File: src/sv/pia_pkg.sv
package pia_pkg;

    // Bus item kinds
    typedef enum logic [2:0] {
        CMD_BUS_READ  = 3'd0,
        CMD_BUS_WRITE = 3'd1,
        CMD_PINS_A    = 3'd2,
        CMD_PINS_B    = 3'd3,
        CMD_CA1       = 3'd4,
        CMD_CB1       = 3'd5,
        CMD_CA2       = 3'd6,
        CMD_CB2       = 3'd7
    } t_cmd;

    // Register selects
    typedef enum logic [1:0] {
        RS_PORT_A = 2'd0,
        RS_CTRL_A = 2'd1,
        RS_PORT_B = 2'd2,
        RS_CTRL_B = 2'd3
    } t_reg_select;

    // Control register bits
    localparam int unsigned CR_C1_EN   = 0;
    localparam int unsigned CR_C1_EDGE = 1;
    localparam int unsigned CR_DATASEL = 2;
    localparam int unsigned CR_C2_B3   = 3;
    localparam int unsigned CR_C2_B4   = 4;
    localparam int unsigned CR_C2_OUT  = 5;
    localparam int unsigned CR_C2_FLAG = 6;
    localparam int unsigned CR_C1_FLAG = 7;

    localparam logic [7:0] CR_WRITABLE = 8'h3F;
    localparam logic [7:0] CR_FLAGS    = 8'hC0;

    // Control line positions in the line level vector
    localparam int unsigned LN_CA1 = 0;
    localparam int unsigned LN_CA2 = 1;
    localparam int unsigned LN_CB1 = 2;
    localparam int unsigned LN_CB2 = 3;

    typedef struct packed {
        t_cmd        cmd;
        t_reg_select reg_select;
        logic [7:0]  data;
        logic        level;
    } t_pia_in;

    typedef struct packed {
        logic [7:0] read_data;
        logic [7:0] port_a_pins;
        logic [7:0] port_b_pins;
        logic       ca2_level;
        logic       cb2_level;
        logic       irq_a;
        logic       irq_b;
        logic       ca2_strobe;
        logic       cb2_strobe;
    } t_pia_out;

endpackage

File: src/sv/pia_in_if.sv
interface pia_in_if;
    import pia_pkg::*;

    logic    valid;
    logic    ready;
    t_pia_in payload;

    modport source (output valid, output payload, input ready);
    modport sink   (input valid, input payload, output ready);
endinterface

File: src/sv/pia_out_if.sv
interface pia_out_if;
    import pia_pkg::*;

    logic     valid;
    logic     ready;
    t_pia_out payload;

    modport source (output valid, output payload, input ready);
    modport sink   (input valid, input payload, output ready);
endinterface

File: src/sv/parallel_interface_adapter_unit.sv
// An accepted transaction's result is registered into the output register.
// Throughput: one transaction per cycle while the output register is not stalled; all register updates
// are shallow logic that finishes in the accept cycle, so the next transaction sees the new state.
// Input is taken whenever the output register is empty or being drained.
// Reset (synchronous, active low) clears the port, control and line level registers and
// empties the output register; the held result payload is not cleared.
module parallel_interface_adapter_unit (
    input  logic   i_clk,
    input  logic   i_rst_n,
    pia_in_if.sink   i_in,
    pia_out_if.source o_out
);
    import pia_pkg::*;

    logic [7:0] r_dir_a, r_out_a, r_in_a, r_ctrl_a;
    logic [7:0] r_dir_b, r_out_b, r_in_b, r_ctrl_b;
    logic [3:0] r_lines;
    logic       r_out_valid;
    t_pia_out   r_out;

    logic [7:0] n_dir_a, n_out_a, n_in_a, n_ctrl_a;
    logic [7:0] n_dir_b, n_out_b, n_in_b, n_ctrl_b;
    logic [3:0] n_lines;
    t_pia_out   n_out;
    logic       accept;

    // Interrupt request from one control register
    function automatic logic irq_of(input logic [7:0] c);
        return (c[CR_C1_FLAG] & c[CR_C1_EN])
             | (~c[CR_C2_OUT] & c[CR_C2_FLAG] & c[CR_C2_B3]);
    endfunction

    // Active edge detect, rising or falling by select
    function automatic logic edge_hit(input logic old_lv, input logic new_lv,
                                      input logic rising);
        return rising ? (~old_lv & new_lv) : (old_lv & ~new_lv);
    endfunction

    assign accept     = i_in.valid & i_in.ready;
    assign i_in.ready = ~r_out_valid | o_out.ready;

    // Compute next register state and the result of the transaction
    always_comb begin
        t_pia_in    it;
        logic [7:0] rd;
        logic       sa, sb;
        logic       act;
        it       = i_in.payload;
        rd       = '0;
        sa       = 1'b0;
        sb       = 1'b0;
        act      = 1'b0;
        n_dir_a  = r_dir_a;
        n_out_a  = r_out_a;
        n_in_a   = r_in_a;
        n_ctrl_a = r_ctrl_a;
        n_dir_b  = r_dir_b;
        n_out_b  = r_out_b;
        n_in_b   = r_in_b;
        n_ctrl_b = r_ctrl_b;
        n_lines  = r_lines;

        unique case (it.cmd)
            CMD_BUS_READ: begin
                unique case (it.reg_select)
                    RS_PORT_A: begin
                        if (r_ctrl_a[CR_DATASEL]) begin
                            rd = (r_out_a & r_dir_a) | (r_in_a & ~r_dir_a);
                            n_ctrl_a = r_ctrl_a & ~CR_FLAGS;
                            // handshake drives CA2 low, pulse mode strobes it
                            if (r_ctrl_a[CR_C2_OUT] && !r_ctrl_a[CR_C2_B4]) begin
                                n_lines[LN_CA2] = r_ctrl_a[CR_C2_B3];
                                sa = r_ctrl_a[CR_C2_B3];
                            end
                        end else begin
                            rd = r_dir_a;
                        end
                    end
                    RS_CTRL_A: rd = r_ctrl_a;
                    RS_PORT_B: begin
                        if (r_ctrl_b[CR_DATASEL]) begin
                            rd = (r_out_b & r_dir_b) | (r_in_b & ~r_dir_b);
                            n_ctrl_b = r_ctrl_b & ~CR_FLAGS;
                        end else begin
                            rd = r_dir_b;
                        end
                    end
                    default: rd = r_ctrl_b;
                endcase
            end
            CMD_BUS_WRITE: begin
                unique case (it.reg_select)
                    RS_PORT_A: begin
                        if (r_ctrl_a[CR_DATASEL]) n_out_a = it.data;
                        else n_dir_a = it.data;
                    end
                    RS_CTRL_A: begin
                        n_ctrl_a = (it.data & CR_WRITABLE) | (r_ctrl_a & CR_FLAGS);
                        if (n_ctrl_a[CR_C2_OUT]) begin
                            if (n_ctrl_a[CR_C2_B4]) n_lines[LN_CA2] = n_ctrl_a[CR_C2_B3];
                            else if (!r_ctrl_a[CR_C2_OUT]) n_lines[LN_CA2] = 1'b1;
                        end
                    end
                    RS_PORT_B: begin
                        if (r_ctrl_b[CR_DATASEL]) begin
                            n_out_b = it.data;
                            // handshake drives CB2 low, pulse mode strobes it
                            if (r_ctrl_b[CR_C2_OUT] && !r_ctrl_b[CR_C2_B4]) begin
                                n_lines[LN_CB2] = r_ctrl_b[CR_C2_B3];
                                sb = r_ctrl_b[CR_C2_B3];
                            end
                        end else begin
                            n_dir_b = it.data;
                        end
                    end
                    default: begin
                        n_ctrl_b = (it.data & CR_WRITABLE) | (r_ctrl_b & CR_FLAGS);
                        if (n_ctrl_b[CR_C2_OUT]) begin
                            if (n_ctrl_b[CR_C2_B4]) n_lines[LN_CB2] = n_ctrl_b[CR_C2_B3];
                            else if (!r_ctrl_b[CR_C2_OUT]) n_lines[LN_CB2] = 1'b1;
                        end
                    end
                endcase
            end
            CMD_PINS_A: n_in_a = it.data;
            CMD_PINS_B: n_in_b = it.data;
            CMD_CA1: begin
                act = edge_hit(r_lines[LN_CA1], it.level, r_ctrl_a[CR_C1_EDGE]);
                n_lines[LN_CA1] = it.level;
                if (act) begin
                    n_ctrl_a[CR_C1_FLAG] = 1'b1;
                    if (r_ctrl_a[CR_C2_OUT] && !r_ctrl_a[CR_C2_B4] && !r_ctrl_a[CR_C2_B3])
                        n_lines[LN_CA2] = 1'b1;
                end
            end
            CMD_CB1: begin
                act = edge_hit(r_lines[LN_CB1], it.level, r_ctrl_b[CR_C1_EDGE]);
                n_lines[LN_CB1] = it.level;
                if (act) begin
                    n_ctrl_b[CR_C1_FLAG] = 1'b1;
                    if (r_ctrl_b[CR_C2_OUT] && !r_ctrl_b[CR_C2_B4] && !r_ctrl_b[CR_C2_B3])
                        n_lines[LN_CB2] = 1'b1;
                end
            end
            CMD_CA2: begin
                // drop the level when CA2 is an output
                if (!r_ctrl_a[CR_C2_OUT]) begin
                    act = edge_hit(r_lines[LN_CA2], it.level, r_ctrl_a[CR_C2_B4]);
                    n_lines[LN_CA2] = it.level;
                    if (act) n_ctrl_a[CR_C2_FLAG] = 1'b1;
                end
            end
            default: begin
                if (!r_ctrl_b[CR_C2_OUT]) begin
                    act = edge_hit(r_lines[LN_CB2], it.level, r_ctrl_b[CR_C2_B4]);
                    n_lines[LN_CB2] = it.level;
                    if (act) n_ctrl_b[CR_C2_FLAG] = 1'b1;
                end
            end
        endcase

        n_out.read_data   = rd;
        n_out.port_a_pins = n_out_a & n_dir_a;
        n_out.port_b_pins = n_out_b & n_dir_b;
        n_out.ca2_level   = n_lines[LN_CA2];
        n_out.cb2_level   = n_lines[LN_CB2];
        n_out.irq_a       = irq_of(n_ctrl_a);
        n_out.irq_b       = irq_of(n_ctrl_b);
        n_out.ca2_strobe  = sa;
        n_out.cb2_strobe  = sb;
    end

    // Advance state on each accepted transaction
    always_ff @(posedge i_clk) begin
        if (!i_rst_n) begin
            r_dir_a  <= '0;
            r_out_a  <= '0;
            r_in_a   <= '0;
            r_ctrl_a <= '0;
            r_dir_b  <= '0;
            r_out_b  <= '0;
            r_in_b   <= '0;
            r_ctrl_b <= '0;
            r_lines  <= '0;
        end else if (accept) begin
            r_dir_a  <= n_dir_a;
            r_out_a  <= n_out_a;
            r_in_a   <= n_in_a;
            r_ctrl_a <= n_ctrl_a;
            r_dir_b  <= n_dir_b;
            r_out_b  <= n_out_b;
            r_in_b   <= n_in_b;
            r_ctrl_b <= n_ctrl_b;
            r_lines  <= n_lines;
        end
    end

    // Hold the result until the sink takes it
    always_ff @(posedge i_clk) begin
        if (!i_rst_n) begin
            r_out_valid <= 1'b0;
        end else if (accept) begin
            r_out_valid <= 1'b1;
        end else if (o_out.ready) begin
            r_out_valid <= 1'b0;
        end
    end

    always_ff @(posedge i_clk) begin
        if (accept) begin
            r_out <= n_out;
        end
    end

    assign o_out.valid   = r_out_valid;
    assign o_out.payload = r_out;

endmodule

File: src/flat_wrapper.sv
// flat-port wrapper written by rule: the top's interface ports become plain ports
module parallel_interface_adapter_unit_flat import pia_pkg::*;
  (i_clk, i_rst_n, i_in_valid, i_in_payload, i_in_ready, o_out_valid, o_out_payload, o_out_ready);
  pia_in_if i_in_i ();
  pia_out_if o_out_i ();
  input  logic i_clk;
  input  logic i_rst_n;
  input wire logic [$bits(i_in_i.valid)-1:0] i_in_valid;
  input wire logic [$bits(i_in_i.payload)-1:0] i_in_payload;
  output wire logic [$bits(i_in_i.ready)-1:0] i_in_ready;
  output wire logic [$bits(o_out_i.valid)-1:0] o_out_valid;
  output wire logic [$bits(o_out_i.payload)-1:0] o_out_payload;
  input wire logic [$bits(o_out_i.ready)-1:0] o_out_ready;
  assign i_in_i.valid = i_in_valid;
  assign i_in_i.payload = i_in_payload;
  assign i_in_ready = i_in_i.ready;
  assign o_out_valid = o_out_i.valid;
  assign o_out_payload = o_out_i.payload;
  assign o_out_i.ready = o_out_ready;
  parallel_interface_adapter_unit u_core (.i_clk(i_clk), .i_rst_n(i_rst_n), .i_in(i_in_i), .o_out(o_out_i));
endmodule
File: config.mk
export PLATFORM = sky130hd
export DESIGN_NAME = parallel_interface_adapter_unit_flat
export DESIGN_NICKNAME = d
export VERILOG_FILES = /design/src/sv/pia_pkg.sv /design/src/sv/pia_in_if.sv /design/src/sv/pia_out_if.sv /design/src/sv/parallel_interface_adapter_unit.sv /design/src/flat_wrapper.sv
export SDC_FILE = /design/constraint.sdc
export NUM_CORES = 1
export LEC_CHECK = 0
export ABC_AREA = 0
export BUFFER_PORTS_ARGS = -buffer_cell sky130_fd_sc_hd__buf_2
export CAP_MARGIN = 20
export CORE_ASPECT_RATIO = 2
export CORE_MARGIN = 1
export CORE_UTILIZATION = 25
export DETAILED_ROUTE_END_ITERATION = 16
export PLACE_DENSITY = 0.42
export REMOVE_ABC_BUFFERS = 1
export SLEW_MARGIN = 30
export SYNTH_ARGS = -nofsm -noshare
export SYNTH_HDL_FRONTEND = slang
export SYNTH_SLANG_ARGS = --single-unit
File: constraint.sdc
create_clock -name i_clk -period 2.1 [get_ports i_clk]
set_input_delay 0.21 -clock i_clk [delete_from_list [all_inputs] [get_ports i_clk]]
set_output_delay 0.21 -clock i_clk [all_outputs]
set_load 0.01 [all_outputs]
==> summary.txt, run 1 <==
STA
  – RSZ-0062 raised after global routing: no
  – Final hold slack: 0.200 ns
  – Period minus WS final: 1.89 ns
  – Fin. max-slew vios: 0
  – Fmax: 530 MHz
  – Slew HR: 0.620
  – Final hold violation count: 0
  – Clk_skew: 0.00935 ns
  – Final Setup Violations: 0
  – Setup TNS: 0 ns
  – Worst slew pin tran: 0.564 ns
  – Tcrit/Tclk final: 0.898

Placement
  – PortBufs: 49
  – DPL Wire Length: 12200 µm
  – Inst Count DP: 868
  – Placer's final routability congestion estimate: 0.828

Logic synthesis
  – Synth unique cells: 59
  – Post-synth top flop: dfxtp_1
  – Synth Area per Inst: 8.85 µm²
  – Synth warn: 0
  – Mapped Cells: 573
  – FFs w/ async S/R, synth: 0
  – Post-synth EDFFs: 30
  – Yosys reg bits: 99
  – Post-synthesis sequential area ratio: 0.450
  – Post-Syn Area: 0.00507 mm²

Finish
  – Final non-filler cell total: 884
  – Final #Nets: 636
  – Largest register FFs: 30
  – Area grow syn2layout: 19.5%
  – Register Area: 0.00228 mm²
  – Multi-input logic area: 0.00250 mm²
  – Most common cell after layout, fill and taps aside: dfxtp_1
  – Fin util: 0.304
  – Ant. Diodes: 0
  – Layout cell share with drive strength beyond 1: 0.186
  – Commonest non-fill, non-tap cells in the layout: dfxtp_1, a21oi_1, o21ai_0
  – Fill cell total of the finished layout: 2173

Worst setup path
  – CP Buf/Inv Count: 3
  – Worst-path fanout max: 76
  – WP data required: 2.32 ns
  – Largest stage delay, worst path: 0.45 ns
  – WP data arrival: 2.11 ns
  – R2R Setup Slk: 0.21 ns
  – Top cell family by delay on the critical path: simple AND/OR/NAND/NOR gates
  – Critical path, cell by cell: nor2b_1 > inv_2 > nand2_1 > inv_2 > buf_12 > o21ai_0 > a21oi_1
  – Critical path capture point type: flip-flop
  – Critical-path top delay cell: nor2b_1
  – Most used cell along the critical path: inv_2
  – Crit path kind: flip-flop to flip-flop
  – Startpoint types: flip-flop

Route
  – Iteration-0 DRC Markers: 228
  – Post-DR vias/cell: 5.27
  – Drt drc: 0
  – Post-Route WL: 17600 µm
  – Drt first pass iters: 5
  – Via count: 4657
  – Wirelength per Cell: 19.9 µm
  – Routed Antenna Nets: 0

Power
  – Peak supply drop: 0.000306 V
  – Leak pwr: 0.00209 µW
  – PwrDens: 686 mW/mm²

Die
  – Chip width: 103 µm
  – Die area: 0.0209 mm²
  – Chip height: 203 µm
  – I/O pin count: 50
  – Row cnt: 73
  – Core area: 0.0199 mm²
  – Initial Util: 0.255

Clock tree
  – Root Buffer: clkbuf_16
  – Clock Latency Late Sink: 0.35 ns
  – Clk slew on worst S/H paths: 0.07 ns
  – Number of buffers created by CTS: 9
  – Post-CTS Resized: 0
  – Htree depth: 3
  – CTS tree: yes
  – Maximum buffer depth of the clock tree: 2
  – Postcts setup bufs: 0
  – CTS sink count: 99
  – # hold bufs at CTS: 0

Global routing
  – Largest net degree at the start of global routing: 77
  – Total Routing Usage GR: 0.175
  – Number of global-route vias before repair: 4529
  – Grt ovf: 0
  – Initial antenna violation count: 0
  – First-pass GRT wire length: 26700 µm

Job
  – Max-cap violations: 0

Status
  – Status: finished clean

Min path
  – Worst hold-check path type: input pin to flip-flop
[metal layers]
metal | wire, µm | global-route usage
met4 | 1010 | 0.120
met2 | 9080 | 0.301
met5 | 0 | 0
met1 | 6880 | 0.195
met3 | 577 | 0.0212
[layout make-up]
cell class / instances / share of cell area
Multi-Input combinational cell: 399 / 0.412
Tap cell: 262 / 0.0541
Clock buffer: 13 / 0.0446
Sequential cell: 99 / 0.377
Inverter: 25 / 0.0155
Timing Repair Buffer: 83 / 0.0930
Clock inverter: 3 / 0.00351
[power breakdown]
part           total [µW]  switching (µW)  leakage [µW]  internal (µW)
registers            2070            42.6      0.000862           2020
logic                 441             294       0.00109            147
clock network        1650             747      0.000142            903
total                4160            1080       0.00209           3070
[stage by stage]
step / setup WS (ns) / total power, µW / area [µm²]
5_1_grt: 0.0782 / 4340 / 6060
6_report: 0.214 / 4160 / 6060
3_3_place_gp: 0.0964 / 2550 / 5760
4_1_cts: 0.253 / 4220 / 6060
3_5_place_dp: 0.0725 / 2550 / 5760
2_1_floorplan: -1.48 / 2300 / 4870
[path summary, 6_finish.rpt]
kind	from	to	depth (start not counted)
hold / removal	i_in_payload[8]	u_core.r_dir_b[7]	3
setup / recovery	u_core.o_out.valid	u_core.r_ctrl_b[7]	7
hold reg to reg	u_core.r_ctrl_a[7]	u_core.r_ctrl_a[7]	2
setup reg to reg	u_core.o_out.valid	u_core.r_ctrl_b[7]	7
[cell families after synthesis]
group / after synthesis / share of synthesized area
flops: 99 / 0.450
xor+xnor: 1 / 0.00173
mux: 26 / 0.0513
compound gates: 210 / 0.264
fa+ha+maj: 1 / 0.00247
simple gates: 161 / 0.172
buf+inv: 75 / 0.0583
[worst reg2reg max path, stage by stage, from the launching register on]
cell	delay, ns
dfxtp_1	0.32
nor2b_1	0.45
inv_2	0.07
nand2_1	0.22
inv_2	0.13
buf_12	0.24
o21ai_0	0.28
a21oi_1	0.06
[Yosys cell counts, types with 2 or more instances]
cell type	n	area, µm²
nand3_1	44	220
and3b_1	3	26.3
dfxtp_1	69	1380
nand2b_1	6	37.5
nor3b_1	3	22.5
o31ai_1	2	15.0
a211oi_1	12	90.1
o21ai_0	58	290
inv_2	2	7.51
clkbuf_1	37	139
or2_2	3	18.8
nand4_1	4	25.0
o32ai_1	2	17.5
a22oi_1	6	45.0
mux2i_1	26	260
or3b_2	4	35.0
nor2b_1	7	43.8
nor3_2	2	20.0
inv_1	22	82.6
and2_1	2	12.5
edfxtp_1	30	901
a311o_1	4	40.0
a311oi_1	9	78.8
nor3_1	7	35.0
nand3b_1	5	37.5
and3_1	4	25.0
or3_1	4	25.0
nand2_1	20	75.1
a21oi_1	67	335
o22ai_1	2	12.5
buf_2	11	55.1
a22o_1	14	123
buf_1	2	7.51
a32o_1	11	110
nor2_1	36	135
a31oi_1	10	62.6
Power figures use the tool's default switching activity.
==> inputs of run 2 (changes only) <==
- CELL_PAD_IN_SITES_DETAIL_PLACEMENT: unset -> 0
- CELL_PAD_IN_SITES_GLOBAL_PLACEMENT: unset -> 1
- CTS_CLUSTER_DIAMETER: unset -> 30
- PLACE_DENSITY: 0.42 -> 0.51
==> summary.txt, run 2 (same netlist as run 1, synthesis figures left out) <==
Die
  – Chip width: 103 µm
  – Row cnt: 73
  – I/O pin count: 50
  – Core area: 0.0199 mm²
  – Chip height: 203 µm
  – Initial Util: 0.255
  – Die area: 0.0209 mm²

Route
  – Post-Route WL: 18500 µm
  – Post-DR vias/cell: 5.32
  – Iteration-0 DRC Markers: 260
  – Routed Antenna Nets: 0
  – Drt drc: 0
  – Via count: 4751
  – Drt first pass iters: 5
  – Wirelength per Cell: 20.8 µm

Finish
  – Layout cell share with drive strength beyond 1: 0.195
  – Largest register FFs: 30
  – Area grow syn2layout: 20.7%
  – Most common cell after layout, fill and taps aside: dfxtp_1
  – Ant. Diodes: 0
  – Final instance area: 0.00612 mm²
  – Commonest non-fill, non-tap cells in the layout: dfxtp_1, a21oi_1, o21ai_0
  – Final #Nets: 645
  – Fin util: 0.307
  – Final non-filler cell total: 893

Min path
  – Worst hold-check path type: input pin to flip-flop

STA
  – Final Setup Violations: 0
  – Setup TNS: 0 ns
  – Fin. max-slew vios: 0
  – Fmax: 494 MHz
  – Final hold slack: 0.178 ns
  – Period minus WS final: 2.02 ns
  – Clk_skew: 0.00933 ns
  – Tcrit/Tclk final: 0.964
  – Slew HR: 0.460
  – Worst slew pin tran: 0.802 ns
  – RSZ-0062 raised after global routing: yes
  – Final hold violation count: 0

Clock tree
  – Htree depth: 3
  – CTS tree: yes
  – CTS sink count: 99
  – Postcts setup bufs: 0
  – Number of buffers created by CTS: 9
  – Maximum buffer depth of the clock tree: 2
  – # hold bufs at CTS: 0
  – Root Buffer: clkbuf_16
  – Clk slew on worst S/H paths: 0.07 ns
  – Clock Latency Late Sink: 0.37 ns
  – Post-CTS Resized: 0

Worst setup path
  – Worst Setup EP: u_core.o_out.payload[3]
  – R2R Setup Slk: 0.08 ns
  – WP data required: 2.19 ns
  – WP data arrival: 2.12 ns
  – Crit path kind: flip-flop to flip-flop
  – Critical path capture point type: flip-flop
  – Worst-path fanout max: 10
  – R2r worst-path depth: 4
  – Startpoint types: flip-flop
  – R2r startpoint: u_core.r_ctrl_a[2]
  – Crit. Startpoint: u_core.r_ctrl_a[2]
  – Worst R2R End: u_core.o_out.payload[3]

Global routing
  – Grt ovf: 0
  – Total Routing Usage GR: 0.185
  – Largest net degree at the start of global routing: 54
  – Initial antenna violation count: 0
  – Number of global-route vias before repair: 4463
  – First-pass GRT wire length: 27600 µm

Power
  – Peak supply drop: 0.000385 V
  – PwrDens: 672 mW/mm²
  – Leak pwr: 0.00214 µW

Placement
  – Post-DP Area: 0.00586 mm²
  – PortBufs: 49
  – Placer's final routability congestion estimate: 0.842
  – DPL Wire Length: 13200 µm
  – Inst Count DP: 877

Job
  – Max-cap violations: 0

Status
  – Status: finished clean
[run 2: changes by cell type in the layout (fill, tap and decap cells not counted)]
| cell | change |
|---|---|
| clkinv_2 | +2 |
| clkinv_4 | -1 |
| clkinv_1 | +2 |
| buf_12 | +2 |
| clkbuf_8 | -3 |
| buf_4 | +7 |
| clkinvlp_4 | -1 |
| inv_6 | +1 |
[run 2: layer usage]
metal | track usage | part of all wire | vias to the layer above
met5 | 0 | 0 | -
met4 | 0.0980 | 0.044 | 0
met3 | 0.0291 | 0.034 | 33
met2 | 0.329 | 0.53 | 124
met1 | 0.204 | 0.39 | 2350
li1 | - | - | 2244
[run 2: power breakdown]
group / total (µW) / internal, µW / switching, µW
clock: 1580 / 795 / 786
combinational: 470 / 162 / 308
sequential: 2060 / 2020 / 35.6
total: 4110 / 2980 / 1130
[run 2: area by class of cell]
class / count / area [µm²]
clock inverters: 6 / 31.3
flip-flops and latches: 99 / 2280
clock buffers: 10 / 229
multi-input cells: 399 / 2500
well taps: 262 / 328
repair buffers: 92 / 656
fillers: 2190 / 13800
inverters: 25 / 93.8
[run 2: how the worst min path moves through the flow]
stage | start | endpoint | slack (ns) | cells past startpoint
2_1_floorplan | i_rst_n | u_core.r_ctrl_a[2] | 0.33 | 1
3_3_place_gp | u_core.r_in_b[1] | u_core.r_in_b[1] | 0.48 | 2
3_5_place_dp | u_core.r_in_a[0] | u_core.r_in_a[0] | 0.49 | 2
4_1_cts | i_rst_n | u_core.r_ctrl_a[2] | 0.17 | 2
5_1_grt | i_rst_n | u_core.r_ctrl_b[5] | 0.19 | 2
6_report | i_rst_n | u_core.r_ctrl_a[2] | 0.18 | 2
[run 2: critical path, stage by stage (launching register included)]
cell	delay [ns]
dfxtp_1	0.57
nor3b_1	0.56
nand2_1	0.18
a22oi_1	0.30
o32ai_1	0.14
[run 2: through the flow]
step / total power [µW] / setup WS [ns]
final: 4110 / 0.0765
after detailed placement: 2570 / -0.0681
after global routing: 4250 / -0.00518
after global placement: 2570 / 0.0213
after CTS: 4160 / 0.0238
after floorplan: 2300 / -1.48
